`config.mk`:
```
export PLATFORM = sky130hd
export DESIGN_NAME = rmst_ctrl
export DESIGN_NICKNAME = d
export VERILOG_FILES = /design/src/hw/rtl/rmst_pkg.sv /design/src/hw/rtl/rmst_ctrl.sv
export SDC_FILE = /design/constraint.sdc
export NUM_CORES = 1
export LEC_CHECK = 0
export BUFFER_PORTS_ARGS = -buffer_cell sky130_fd_sc_hd__buf_4
export CAP_MARGIN = 20
export CORE_AREA = 2 2 39 41
export CTS_BUF_LIST = sky130_fd_sc_hd__clkbuf_2
export DETAILED_ROUTE_END_ITERATION = 8
export DIE_AREA = 0 0 41 43
export PLACE_DENSITY = 0.5
export SLEW_MARGIN = 20
export SYNTH_ARGS = -nofsm -noshare
export SYNTH_HDL_FRONTEND = slang
export SYNTH_SLANG_ARGS = --single-unit
```
`constraint.sdc`:
```
create_clock -name clock -period 1.9 [get_ports clock]
set_input_delay 0 -clock clock [delete_from_list [all_inputs] [get_ports clock]]
set_output_delay 0 -clock clock [all_outputs]
set_load 0.005 [all_outputs]
```
`src/hw/rtl/rmst_pkg.sv`:
```
// Shared types, constants and helpers for the range-minimum segment tree.
`timescale 1ns / 1ps
`default_nettype none

package rmst_pkg;

   // Field widths of the request and response beats
   localparam int unsigned VAL_W   = 47;
   localparam int unsigned FIRST_W = 10;
   localparam int unsigned END_W   = 11;

   // Default leaf count
   localparam int unsigned LEAVES_DEFAULT = 1024;

   // Value of an empty node and of an empty query
   localparam logic [VAL_W-1:0] SENTINEL = 47'd100000000000000;

   // Request opcodes
   typedef enum logic {
      OP_WRITE = 1'b0,
      OP_QUERY = 1'b1
   } op_type;

   // Controller states
   typedef enum logic [2:0] {
      ST_CLEAR,
      ST_IDLE,
      ST_W_LEAF,
      ST_W_UP,
      ST_Q_WALK,
      ST_Q_DONE
   } state_type;

   // Commands from controller to datapath
   typedef struct packed {
      logic clr_step;   // write one node of the initial image
      logic load;       // capture the request beat
      logic w_leaf;     // write the leaf, read its sibling
      logic w_up;       // write one ancestor, read the next sibling
      logic q_walk;     // one level of the range cover
      logic rsp_load;   // move the minimum into the response register
   } cmd_type;

   // Status from datapath to controller
   typedef struct packed {
      logic clr_last;   // last node of the initial image
      logic req_write;  // pending request beat is a write
      logic req_skip;   // write addresses a leaf past the tree
      logic w_root;     // ancestor being written is the root
      logic q_active;   // range cover not yet finished
   } sts_type;

   // Unsigned minimum of two node values
   function automatic logic [VAL_W-1:0] min_val(input logic [VAL_W-1:0] a,
                                                input logic [VAL_W-1:0] b);
      return (a < b) ? a : b;
   endfunction

endpackage

`default_nettype wire

```
`src/hw/rtl/rmst_ctrl.sv`:
```
// Controller state machine of the range-minimum segment tree.
`timescale 1ns / 1ps
`default_nettype none

module rmst_ctrl (
   input  wire logic             clock,
   input  wire logic             reset,
   input  wire logic             req_valid,
   output logic                  req_ready,
   output logic                  rsp_valid,
   input  wire logic             rsp_ready,
   input  wire rmst_pkg::sts_type sts,
   output rmst_pkg::cmd_type     cmd
);

   rmst_pkg::state_type state_ff, state_in;
   logic                rsp_valid_ff, rsp_valid_in;

   // State and response-valid registers
   always_ff @(posedge clock) begin
      if (reset) begin
         state_ff     <= rmst_pkg::ST_CLEAR;
         rsp_valid_ff <= 1'b0;
      end else begin
         state_ff     <= state_in;
         rsp_valid_ff <= rsp_valid_in;
      end
   end

   // Next state and commands
   always_comb begin
      state_in  = state_ff;
      cmd       = '0;
      req_ready = 1'b0;
      unique case (state_ff)
         rmst_pkg::ST_CLEAR: begin
            cmd.clr_step = 1'b1;
            if (sts.clr_last) begin
               state_in = rmst_pkg::ST_IDLE;
            end
         end
         rmst_pkg::ST_IDLE: begin
            req_ready = 1'b1;
            if (req_valid) begin
               cmd.load = 1'b1;
               priority if (sts.req_write && sts.req_skip) begin
                  state_in = rmst_pkg::ST_IDLE;
               end else if (sts.req_write) begin
                  state_in = rmst_pkg::ST_W_LEAF;
               end else begin
                  state_in = rmst_pkg::ST_Q_WALK;
               end
            end
         end
         rmst_pkg::ST_W_LEAF: begin
            cmd.w_leaf = 1'b1;
            state_in   = rmst_pkg::ST_W_UP;
         end
         rmst_pkg::ST_W_UP: begin
            cmd.w_up = 1'b1;
            if (sts.w_root) begin
               state_in = rmst_pkg::ST_IDLE;
            end
         end
         rmst_pkg::ST_Q_WALK: begin
            cmd.q_walk = 1'b1;
            if (!sts.q_active) begin
               state_in = rmst_pkg::ST_Q_DONE;
            end
         end
         rmst_pkg::ST_Q_DONE: begin
            // hold until the response register is free
            if (!rsp_valid_ff || rsp_ready) begin
               cmd.rsp_load = 1'b1;
               state_in     = rmst_pkg::ST_IDLE;
            end
         end
         default: begin
            state_in = rmst_pkg::ST_CLEAR;
         end
      endcase
   end

   // Set on a new result, drop when the beat is taken
   always_comb begin
      priority if (cmd.rsp_load) begin
         rsp_valid_in = 1'b1;
      end else if (rsp_ready) begin
         rsp_valid_in = 1'b0;
      end else begin
         rsp_valid_in = rsp_valid_ff;
      end
   end

   assign rsp_valid = rsp_valid_ff;

endmodule

`default_nettype wire

```
* Word-level counts from Yosys, hierarchy flattened
Index checks and enable logic that the tools add are counted.
** Word-level totals
- Input bits :: 9
- Register bits after elaboration :: 4
- Output and inout bits :: 8
** Cells by class
- Reduce and logical (&&, ||, !) cells :: 6
- Equal/unequal tests :: 10
- Muxes and demuxes :: 19
** Operators by type and width (count)
- $mux 3 :: 7
- $pmux 3 s6 :: 1
- $mux 1 :: 11
- $ne 2x2->1 const B :: 5
- $eq 3x2->1 const B :: 2
- $eq 3x3->1 const B :: 2
- $reduce_and 5->1 :: 1
- $eq 3x1->1 const B :: 1
- $logic_not 3->1 :: 1
- $reduce_bool 2->1 :: 1
- $logic_and 1x1->1 :: 1
- $logic_not 1->1 :: 1
- $logic_or 1x1->1 :: 1

* Depth between registers and ports, before layout
- Depth after elaboration :: 5
- Depth in mapped cells :: 5

* Least setup slack after synthesis
Ideal clock, no wire load.
- Path type :: reg2reg
- Start :: register state_ff[0]
- End :: register state_ff[2]
- Data arrival time :: 1319 ps
- Required time :: 1777 ps
- Cell stages (with the launch flop) :: 5
- Clock period less this slack :: 1442 ps
- Path slack :: 458 ps
- Buffers on the path :: 1
- Cells stage by stage :: dfxtp_1 buf_6 mux2_4 o311ai_4 mux2_1
** On the way
- Longest elaborated chain between the ends :: 3
- Elaborated cells on any way between the ends :: 13
** Ends and longest elaborated chain
- start, declared :: line rmst_ctrl.sv:16 : rmst_pkg::state_type state_ff, state_in;
- start signal, assigned :: line rmst_ctrl.sv:22 : state_ff <= rmst_pkg::ST_CLEAR;
- start signal, assigned :: line rmst_ctrl.sv:25 : state_ff <= state_in;
- $eq 3x3->1, or another cell as far along :: line rmst_ctrl.sv:35 : unique case (state_ff)
- $ne 2x2->1 (no line)
- $reduce_and 5->1 (no line)
Parallel ways exist; a longest one is shown, timed or not.
A chain may end at the register's enable or synchronous reset.

* Worst setup path in the final report
Same ends and word-level chain as after synthesis.

==> flow_summary.ini <==
[status]
status = finished, final reports clean

[clock_tree]
post_cts_resized = 0
cts.sinks = 4
clk_path_buf_depth = 2
ctsRootBufferMaster = clkbuf_2
ctsHoldBuffers = 0
postCtsSetupRepairBufs = 0
cts_tree = yes
clk_latency_ns = 0.20
cts_max_level = 1
clkTransAtPathRegs_ns = 0.04
cts_buffers = 3

[sta]
setup_viol = 0
finalCritPeriodShare = 0.8250
timing.setup.tns_ns = 0
max_slew_margin = 0.7272
tightest_slew_ns = 0.4087
rsz0062_at_grt = false
timing.fmax_mhz = 638.0
final_hold_viol_count = 0
min_period_ns = 1.567
maxSlewViolCount = 0
fin_skew_ns = 0.001848

[synthesis]
synth_common_cells = nor3b_1 (5), dfxtp_1 (4), nor2_1 (4)
yosys.area_share.xor_xnor = 0
synth_seq_cells = 4
synth_top_family_by_area = simple AND/OR/NAND/NOR gates
ys.flop_type = dfxtp_1
syn_nets = 52
synthSimpleGateAreaFrac = 0.3614
synthArstFlopShare = 0
yosysUniqueCellTypes = 25
ys.warnings.count = 0
synth_fa_ha_area_frac = 0
synthMuxAreaShare = 0.1018
synth_area_sq_um = 356.6
avgSynthCellArea_sq_um = 8.293
synth_most_common_cell = nor3b_1
ys_seq_area_frac = 0.2246
synth-edff-count = 0
netlist_top_cells_area = dfxtp_1 (22%), nor3b_1 (11%), o311ai_4 (7.4%), nand2b_1 (5.3%), a21oi_1 (4.2%)
synth_cells = 43
yosysTopAreaCell = dfxtp_1
yosys.area.top_type_share = 0.2246
synth_compound_area_frac = 0.2105

[critical_path]
crit_type = flop to flop
crit_path_end_kind = flop
arrival_ns = 1.65
required_ns = 1.98
startpoint_type = flop
crit_fanout = 9

[route]
first_pass_iters = 4
drc_errors = 0
dr.first_iter.drc_count = 6
wire_per_inst_um = 10.77
vias_per_cell = 4.595
drt_wl_total_um = 797
vias = 340
drtAntennaViolNets = 0

[die]
io_pins = 17
die_x_um = 41
initial_core_util = 0.2577
core_area_sq_mm = 0.001384
die_y_um = 43
dieArea_sq_mm = 0.001763
rows = 14

[grt]
grt_pass1_wl_mm = 1.207
grt_max_degree = 13
antenna_found_initial = 0
grt_pass1_vias = 318
overflow = 0
grt_use_total = 0.1044

[hold_path]
hold_class = primary input to flop

[pwr]
powerDensity_mw_per_mm2 = 776.5
leakagePower_uw = 0.0002130
p_total_uw = 377.9
vdd_drop_max_uv = 284.8

[place]
place.gp.congestion = 0.7661
dp.cells = 71
dp_hpwl_um = 647.4
port_buffers = 16

[finish]
area_growth_pct = 36.49
finalNonFillerCells = 74
diodes = 0
final_layout_size_suffix_gt1_frac = 0.3966
layout.nets = 69

[run]
cap_violations = 0
-- report_power, final --
| part | internal (uW) | switching, uW |
|---|---|---|
| Combinational | 104 | 77.0 |
| Sequential | 97.0 | 28.4 |
| Clock | 42.3 | 28.8 |
| Total | 244 | 134 |
-- routing by layer --
| layer | global-route usage | routed length [um] | vias up | part of all wire |
|---|---|---|---|---|
| met3 | 0.03141 | 44 | 0 | 0.055 |
| met2 | 0.1625 | 387 | 9 | 0.49 |
| met4 | 0.08000 | 0 | 0 | 0 |
| met5 | 0 | 0 | - | 0 |
| li1 | - | - | 182 | - |
| met1 | 0.1093 | 365 | 149 | 0.46 |
-- sequential cells by signal, indices dropped and copies added (netlist names) --
name and flops:
rsp_valid 1, state_ff 3
-- layout by cell type, fill, tap and decap left out, drive strengths merged, types with 2 or more instances in the layout --
| cell type | n |
|---|---|
| nand2 | 2 |
| nor2 | 4 |
| a21oi | 3 |
| mux2 | 2 |
| dfxtp | 4 |
| nand2b | 3 |
| nor3 | 2 |
| and2 | 2 |
| buf | 17 |
| clkbuf | 3 |
| nor3b | 5 |
-- path summary, 6_finish.rpt --
check	cells past startpoint	to	slack, ns	start
max	3	state_ff[2]	0.33	state_ff[0]
min	2	rsp_valid	0.02	reset
max reg2reg	3	state_ff[2]	0.33	state_ff[0]
min reg2reg	2	rsp_valid	0.50	rsp_valid
-- worst max-delay path: stages, from the launching register on --
cell      delay (ns)
dfxtp_1         0.49
mux2_4          0.35
o311ai_4        0.28
mux2_1          0.34
-- area by class of cell --
cell class / count / area, sq um
multi-input combinational: 33 / 240.2
tap: 16 / 20.02
timing repair buffer: 17 / 127.6
sequential: 4 / 80.08
fill: 149 / 897.1
inverter: 1 / 3.754
clock buffer: 3 / 15.01
-- cell families after synthesis --
family | Yosys count
multiplexers | 3
AO/OA/AOI/OAI | 8
flip-flops | 4
buffers and inverters | 6
AND/OR/NAND/NOR | 22
-- metrics by stage --
step                      hold WS (ns)  cell area, sq um  utilization  setup WS [ns]
after floorplan                0.06907             356.6            -         0.4578
after global placement          0.2331             471.7       0.3409         0.3426
after detailed placement        0.2288             471.7       0.3409         0.3269
after CTS                     0.005699             486.7       0.3517         0.3225
final                          0.02180             486.7       0.3517         0.3326
after global routing           0.01612             486.7       0.3517         0.2541
Power figures use the tool's default switching activity.
